`config.mk`:
```
export PLATFORM = sky130hd
export DESIGN_NAME = follow_target_on_circle
export DESIGN_NICKNAME = d
export VERILOG_FILES = /design/src/hdl/ftc_pkg.sv /design/src/hdl/ftc_ctrl.sv /design/src/hdl/ftc_dp.sv /design/src/hdl/follow_target_on_circle.sv
export SDC_FILE = /design/constraint.sdc
export NUM_CORES = 2
export LEC_CHECK = 0
export BUFFER_PORTS_ARGS = -buffer_cell sky130_fd_sc_hd__buf_4
export CELL_PAD_IN_SITES_DETAIL_PLACEMENT = 0
export CELL_PAD_IN_SITES_GLOBAL_PLACEMENT = 1
export CORE_MARGIN = 2
export CORE_UTILIZATION = 30
export DETAILED_ROUTE_END_ITERATION = 12
export PLACE_DENSITY = 0.55
export SLEW_MARGIN = 20
export SYNTH_ARGS = -nofsm -noshare
export SYNTH_HDL_FRONTEND = slang
export SYNTH_SLANG_ARGS = --single-unit
```
`constraint.sdc`:
```
create_clock -name clk_i -period 11 [get_ports clk_i]
set_input_delay 0.55 -clock clk_i [delete_from_list [all_inputs] [get_ports clk_i]]
set_output_delay 0.55 -clock clk_i [all_outputs]
set_load 0.02 [all_outputs]
```
`src/hdl/ftc_pkg.sv`:
```
package ftc_pkg;

  localparam int unsigned CordicSteps = 16;
  localparam int unsigned StepW = $clog2(CordicSteps);
  localparam int unsigned InvGainQ16 = 39797;
  localparam int unsigned DataW = 40;
  localparam int unsigned AngW = 20;

  typedef logic signed [DataW-1:0] cval_t;
  typedef logic signed [AngW-1:0] ang_t;

  typedef struct packed {
    logic load_vec;
    logic load_rot;
    logic step;
    logic mode_rot;
    logic finish;
  } ftc_cmd_t;

  typedef struct packed {
    logic skip;
  } ftc_sts_t;

  function automatic ang_t atan_lut(input logic [StepW-1:0] i);
    ang_t r;
    case (i)
      0: r = ang_t'(51472);
      1: r = ang_t'(30385);
      2: r = ang_t'(16055);
      3: r = ang_t'(8150);
      4: r = ang_t'(4091);
      5: r = ang_t'(2047);
      6: r = ang_t'(1024);
      7: r = ang_t'(512);
      8: r = ang_t'(256);
      9: r = ang_t'(128);
      10: r = ang_t'(64);
      11: r = ang_t'(32);
      12: r = ang_t'(16);
      13: r = ang_t'(8);
      14: r = ang_t'(4);
      15: r = ang_t'(2);
      16: r = ang_t'(1);
      default: r = '0;
    endcase
    return r;
  endfunction

endpackage

```
`src/hdl/ftc_ctrl.sv`:
```
module ftc_ctrl import ftc_pkg::*; (
  input  logic             clk_i,
  input  logic             rst_ni,
  input  logic             in_valid_i,
  output logic             in_ready_o,
  output logic             out_valid_o,
  input  logic             out_ready_i,
  input  ftc_sts_t         sts_i,
  output ftc_cmd_t         cmd_o,
  output logic [StepW-1:0] step_o
);

  localparam logic [2:0] StIdle = 3'd0;
  localparam logic [2:0] StVec  = 3'd1;
  localparam logic [2:0] StRot  = 3'd2;
  localparam logic [2:0] StFin  = 3'd3;
  localparam logic [2:0] StOut  = 3'd4;

  logic [2:0] state_q, state_d;
  logic [StepW-1:0] step_q, step_d;
  logic last;

  assign last = (step_q == StepW'(CordicSteps - 1));
  assign step_o = step_q;
  assign in_ready_o = (state_q == StIdle);
  assign out_valid_o = (state_q == StOut);

  always_comb begin
    state_d = state_q;
    step_d = step_q;
    cmd_o = '0;
    cmd_o.mode_rot = (state_q == StRot);
    case (state_q)
      StIdle: begin
        if (in_valid_i) begin
          cmd_o.load_vec = 1'b1;
          step_d = '0;
          state_d = StVec;
        end
      end
      StVec: begin
        if (sts_i.skip) begin
          cmd_o.finish = 1'b1;
          state_d = StOut;
        end else begin
          cmd_o.step = 1'b1;
          step_d = step_q + 1'b1;
          if (last) begin
            step_d = '0;
            state_d = StRot;
          end
        end
      end
      StRot: begin
        cmd_o.step = 1'b1;
        step_d = step_q + 1'b1;
        if (last) begin
          step_d = '0;
          state_d = StFin;
        end
      end
      StFin: begin
        cmd_o.finish = 1'b1;
        state_d = StOut;
      end
      StOut: begin
        if (out_ready_i) state_d = StIdle;
      end
      default: state_d = StIdle;
    endcase
    cmd_o.load_rot = (state_q == StVec) && !sts_i.skip && last;
  end

  always_ff @(posedge clk_i or negedge rst_ni) begin
    if (!rst_ni) begin
      state_q <= StIdle;
      step_q <= '0;
    end else begin
      state_q <= state_d;
      step_q <= step_d;
    end
  end

endmodule

```
`src/hdl/ftc_dp.sv`:
```
module ftc_dp import ftc_pkg::*; (
  input  logic               clk_i,
  input  logic               rst_ni,
  input  logic [11:0]        radius_i,
  input  logic signed [15:0] own_x_i,
  input  logic signed [15:0] own_y_i,
  input  logic signed [15:0] leader_x_i,
  input  logic signed [15:0] leader_y_i,
  input  ftc_cmd_t           cmd_i,
  input  logic [StepW-1:0]   step_i,
  output ftc_sts_t           sts_o,
  output logic signed [15:0] goal_x_o,
  output logic signed [15:0] goal_y_o,
  output logic               updated_o
);

  cval_t x_q, y_q;
  ang_t z_q;
  logic signed [15:0] ox_q, lx_q, ly_q;
  logic skip_q, upd_q;
  logic signed [15:0] hx_q, hy_q;

  logic signed [16:0] dx, dy, ndy;
  cval_t xs, ys, xn, yn, rc_v, rs_v;
  ang_t zn, at;
  logic dir_pos;
  cval_t lxs, lys, c1x, c1y, c2x, c2y;
  logic signed [23:0] t1x, t1y, t2x, t2y, e1, e2, a1, a2, sx, sy;

  assign dx = 17'(leader_x_i) - 17'(own_x_i);
  assign dy = 17'(leader_y_i) - 17'(own_y_i);
  assign ndy = dx[16] ? -dy : dy;

  assign xs = x_q >>> step_i;
  assign ys = y_q >>> step_i;
  assign at = atan_lut(step_i);
  assign dir_pos = cmd_i.mode_rot ? !z_q[AngW-1] : (y_q > 0);

  always_comb begin
    if (cmd_i.mode_rot == dir_pos) begin
      // rotation with z>=0, or vectoring with y<=0
      xn = x_q - ys;
      yn = y_q + xs;
      zn = z_q - at;
    end else begin
      xn = x_q + ys;
      yn = y_q - xs;
      zn = z_q + at;
    end
  end

  function automatic logic signed [23:0] trq(input cval_t v);
    cval_t a;
    a = v[DataW-1] ? -v : v;
    a = a >>> 16;
    return v[DataW-1] ? -a[23:0] : a[23:0];
  endfunction

  function automatic logic signed [15:0] sat(input logic signed [23:0] v);
    if (v > 24'sd32767) return 16'sh7fff;
    if (v < -24'sd32768) return 16'sh8000;
    return v[15:0];
  endfunction

  assign rc_v = x_q;
  assign rs_v = y_q;
  assign lxs = cval_t'(lx_q) <<< 16;
  assign lys = cval_t'(ly_q) <<< 16;
  assign c1x = lxs - rc_v;
  assign c1y = lys - rs_v;
  assign c2x = lxs + rc_v;
  assign c2y = lys + rs_v;
  assign t1x = trq(c1x);
  assign t1y = trq(c1y);
  assign t2x = trq(c2x);
  assign t2y = trq(c2y);
  assign e1 = t1x - 24'(ox_q);
  assign e2 = t2x - 24'(ox_q);
  assign a1 = e1[23] ? -e1 : e1;
  assign a2 = e2[23] ? -e2 : e2;
  assign sx = (a1 < a2) ? t1x : t2x;
  assign sy = (a1 < a2) ? t1y : t2y;

  assign sts_o.skip = skip_q;

  always_ff @(posedge clk_i) begin
    if (cmd_i.load_vec) begin
      x_q <= (dx[16] ? cval_t'(-dx) : cval_t'(dx)) <<< 16;
      y_q <= cval_t'(ndy) <<< 16;
      z_q <= '0;
      ox_q <= own_x_i;
      lx_q <= leader_x_i;
      ly_q <= leader_y_i;
      skip_q <= (dx == '0) || (dy == '0);
    end else if (cmd_i.load_rot) begin
      x_q <= cval_t'(28'(radius_i) * 28'(InvGainQ16));
      y_q <= '0;
      z_q <= zn;
    end else if (cmd_i.step) begin
      x_q <= xn;
      y_q <= yn;
      z_q <= zn;
    end
  end

  always_ff @(posedge clk_i or negedge rst_ni) begin
    if (!rst_ni) begin
      hx_q <= '0;
      hy_q <= '0;
      upd_q <= 1'b0;
    end else if (cmd_i.finish) begin
      upd_q <= !skip_q;
      if (!skip_q) begin
        hx_q <= sat(sx);
        hy_q <= sat(sy);
      end
    end
  end

  assign goal_x_o = hx_q;
  assign goal_y_o = hy_q;
  assign updated_o = upd_q;

endmodule

```
`src/hdl/follow_target_on_circle.sv`:
```
// Picks a point at the configured radius from the leader on the line through
// both robots, using one shared CORDIC stage for the vectoring and rotation
// passes. When a coordinate difference is zero, both passes are skipped, the
// previous goal is kept and updated_o is low. The result is held until
// transferred, then the next item is taken.
module follow_target_on_circle import ftc_pkg::*; (
  input  logic               clk_i,
  input  logic               rst_ni,
  input  logic               cfg_valid_i,
  output logic               cfg_ready_o,
  input  logic [11:0]        keep_dist_i,
  input  logic               in_valid_i,
  output logic               in_ready_o,
  input  logic signed [15:0] own_x_i,
  input  logic signed [15:0] own_y_i,
  input  logic signed [15:0] leader_x_i,
  input  logic signed [15:0] leader_y_i,
  output logic               out_valid_o,
  input  logic               out_ready_i,
  output logic signed [15:0] goal_x_o,
  output logic signed [15:0] goal_y_o,
  output logic               updated_o
);

  logic [11:0] radius_q;
  ftc_cmd_t cmd;
  ftc_sts_t sts;
  logic [StepW-1:0] step;

  assign cfg_ready_o = 1'b1;

  always_ff @(posedge clk_i or negedge rst_ni) begin
    if (!rst_ni) radius_q <= '0;
    else if (cfg_valid_i) radius_q <= keep_dist_i;
  end

  ftc_ctrl u_ctrl (
    .clk_i, .rst_ni, .in_valid_i, .in_ready_o, .out_valid_o, .out_ready_i,
    .sts_i(sts), .cmd_o(cmd), .step_o(step)
  );

  ftc_dp u_dp (
    .clk_i, .rst_ni, .radius_i(radius_q), .own_x_i, .own_y_i,
    .leader_x_i, .leader_y_i, .cmd_i(cmd), .step_i(step), .sts_o(sts),
    .goal_x_o, .goal_y_o, .updated_o
  );

endmodule

```
==> flow_metrics.env <==
export IMPL_htreeDepth=2
export IMPL_drt_pass1_iter_count=7
export IMPL_start_kind="register"
export IMPL_clkTransAtPathRegs_ps=60
export IMPL_synthTopCellsByArea="ha_1 (12%), xnor2_1 (7.6%), edfxtp_1 (7.1%)"
export IMPL_synth_adder_area_share_pct=16.1
export IMPL_synth_area_per_cell_um2=7.59
export IMPL_crit_fanout=18
export IMPL_synthSimpleGateAreaFrac_pct=22.9
export IMPL_io_buffers=115
export IMPL_cts_root_buf="clkbuf_16"
export IMPL_io_pins=117
export IMPL_syn_area_mm2=0.0409
export IMPL_wl_per_cell_um=21.5
export IMPL_status="finished, final reports clean"
export IMPL_max_slew_margin_rel_pct=27.9
export IMPL_cp_top_family="compound AO/OA/AOI/OAI gates"
export IMPL_crit_type="register to register"
export IMPL_cts_tree="built"
export IMPL_cts_num_sinks=201
export IMPL_die_height_um=373
export IMPL_row_count=135
export IMPL_critPathSlowestCell="or4_1"
export IMPL_drt_wl_total_mm=158
export IMPL_synth_edf_count=97
export IMPL_diodes=0
export IMPL_grt_pass1_wl_mm=240
export IMPL_die_w_um=373
export IMPL_crit_path_end_kind="register"
export IMPL_critPathRequiredTime_ps=11520
export IMPL_post_route_drc_count=0
export IMPL_worstMarginPinSlew_ps=1080
export IMPL_start_util_pct=30.2
export IMPL_finalSetupViolCount=0
export IMPL_synth_area_leader_cell="ha_1"
export IMPL_numCtsBuffers=34
export IMPL_antenna_found_initial=4
export IMPL_antenna_left=0
export IMPL_synth_ff_type="edfxtp_1"
export IMPL_die_area_mm2=0.139
export IMPL_timing_critical_path_arrival_ps=10970
export IMPL_yosysSeqAreaShare_pct=12.8
export IMPL_synth_xor_area_share_pct=11.3
export IMPL_yosys_warnings=0
export IMPL_synth_compound_area_share_pct=23.6
export IMPL_period_needed_ps=10460
export IMPL_layout_nets=6102
export IMPL_grt_max_degree=99
export IMPL_vias=40413
export IMPL_clock_path_buffers=3
export IMPL_synth_seq_cells=201
export IMPL_hp_class="input port to asynchronous set/reset pin"
export IMPL_coreArea_mm2=0.135
export IMPL_syn_nets=5953
export IMPL_timing_critical_path_mode_cell="a21o_1"
export IMPL_postSynthCellCount=5393
export IMPL_fin_worst_skew_ps=32.6
export IMPL_maxCapViolCount=0
export IMPL_path_buf_inv=3
export IMPL_drt_iter0_drc=2972
export IMPL_finalWeightedCongestion=0.899
export IMPL_drive_gt1_share_pct=13.1
export IMPL_muxShareOfSynthArea_pct=7.39
export IMPL_finalHoldViolations=0
export IMPL_critPathMaxStageDelay_ps=570
export IMPL_vias_per_cell=5.50
export IMPL_grt_pass1_vias=38697
export IMPL_grt_ovfl_total=0
export IMPL_fmaxAchievable_mhz=95.6
export IMPL_final_max_slew_viol_count=0
export IMPL_synth_top_family_by_area="compound AO/OA/AOI/OAI gates"
export IMPL_clkLatencyLatePin_ps=630
export IMPL_setup_tns_final_ps=0
export IMPL_area_growth_pct=14.1
export IMPL_async_flop_share_pct=25.9
export IMPL_dp_hpwl_mm=129
export IMPL_synth_distinct_cells=105
export IMPL_synth_top_area_share_pct=12.2
export IMPL_grtUsageTotal_pct=21.8
export IMPL_period_share_pct=95.0
==> worst reg2reg max path: cells and delay by family, from the launching register on <==
family,cells,cell delay (ps)
adder cells (fa/ha/maj),3,990
AND/OR/NAND/NOR,11,2720
AO/OA/AOI/OAI,23,5190
flip-flops,1,440
buffers and inverters,3,520
XOR/XNOR,3,480
==> cell families (layout without fill, tap and decap cells) <==
group | Yosys count | after routing
simple gates | 1879 | 1879
compound gates | 1472 | 1472
buf+inv | 628 | 802
xor+xnor | 527 | 527
fa+ha+maj | 479 | 479
mux | 206 | 206
flops | 201 | 201
other cells | 1 | 1
==> cell usage in the layout (no fill, tap or decap), types with 52 or more instances in the layout <==
master / n
o21ai_0: 332
nand3_1: 179
xor2_1: 172
nor3_1: 151
nor2b_1: 61
or3_1: 75
nand2_1: 438
a31oi_1: 74
mux4_2: 72
nand2b_1: 78
and3_1: 77
a21o_1: 83
dfxtp_1: 52
mux2i_1: 84
fa_1: 79
xnor2_1: 343
nor2_1: 467
nand4_1: 54
buf_4: 353
ha_1: 392
nor4_1: 52
edfxtp_1: 97
a21oi_1: 371
inv_1: 376
==> registers in the layout, indices dropped and copies added, names as in the netlist <==
signal / flops
radius_q: 12
u_dp.ox_q: 16
u_dp.ly_q: 16
u_dp.sts_o: 1
u_dp.lx_q: 16
u_ctrl.state_q: 3
u_ctrl.step_o: 4
u_dp.z_q: 20
u_dp.goal_y_o: 16
u_dp.rc_v: 40
u_dp.updated_o: 1
u_dp.rs_v: 40
u_dp.goal_x_o: 16
==> area by class of cell <==
type | count | area [µm²]
clock buffer | 41 | 908
clock inverter | 20 | 233
fill | 14520 | 88800
inverter | 380 | 1430
multi-input combinational | 4564 | 33800
sequential | 201 | 5270
tap | 1781 | 2230
timing repair buffer | 361 | 2780
==> synthesized netlist by cell type, types with 22 or more instances <==
cell      number
o31ai_1       49
dfxtp_1       52
a211oi_1      52
nor3_1       162
mux2_2        48
or3_1         75
ha_1         399
a21oi_1      382
a31oi_1       74
o22ai_1       35
mux2i_1       86
nand2b_1      78
fa_1          80
mux4_2        72
or2_2         49
a21boi_0      29
nand3_1      179
a211o_1       43
nand4_1       54
clkbuf_1     198
and2_1        49
nor4_1        62
a21o_1        84
nand2_1      440
o21a_1        35
edfxtp_1      97
xnor2_1      354
xor2_1       173
dfrtp_1       52
o211ai_1      48
o21ai_0      342
nor2b_1       61
o21bai_1      36
and3_1        77
or4_1         26
and4_1        22
buf_1         28
nor2_1       468
inv_1        379
==> worst paths after layout <==
kind	start	to	slack [ps]	cells after the start
min	rst_ni	u_ctrl.state_q[1]	70	1
max in group asynchronous	rst_ni	u_ctrl.step_o[1]	10240	1
max	u_dp.lx_q[1]	u_dp.goal_y_o[1]	540	43
max reg2reg	u_dp.lx_q[1]	u_dp.goal_y_o[1]	540	43
min reg2reg	u_dp.z_q[17]	u_dp.z_q[17]	460	2
min in group clk_i	out_ready_i	u_ctrl.state_q[2]	120	2
==> what timing repair did <==
action,CTS,global route
gates cloned,0,1
hold buffers,0,0
gates resized for setup,11,100
setup buffers,2,15
pin swaps,4,23
setup endpoints to repair,30,31
==> stage by stage <==
| stage | utilization (%) | instance area, µm² | worst slack [ps] | cells | hold WS, ps |
|---|---|---|---|---|---|
| after CTS | 34.1 | 46100 | 5.90 | 7332 | 70.5 |
| final | 34.5 | 46700 | 545 | 7348 | 66.4 |
| after global placement | 33.2 | 44900 | -138 | 7269 | 447 |
| after detailed placement | 33.2 | 44900 | -157 | 7269 | 454 |
| after floorplan | - | 40900 | 23.5 | 5393 | 254 |
| after global routing | 34.5 | 46700 | -37.4 | 7348 | 104 |
==> per-layer routing <==
layer  track usage (%)  vias up  wire (µm)
li1                  -    20022          -
met1              31.0    19381      76600
met2              36.0      867      72800
met3              1.52      143       5580
met4              4.84        0       3400
met5                 0        -          0
Power is not shown: default switching activity piles up to over one toggle a cycle in this logic, so the estimate is an artifact.
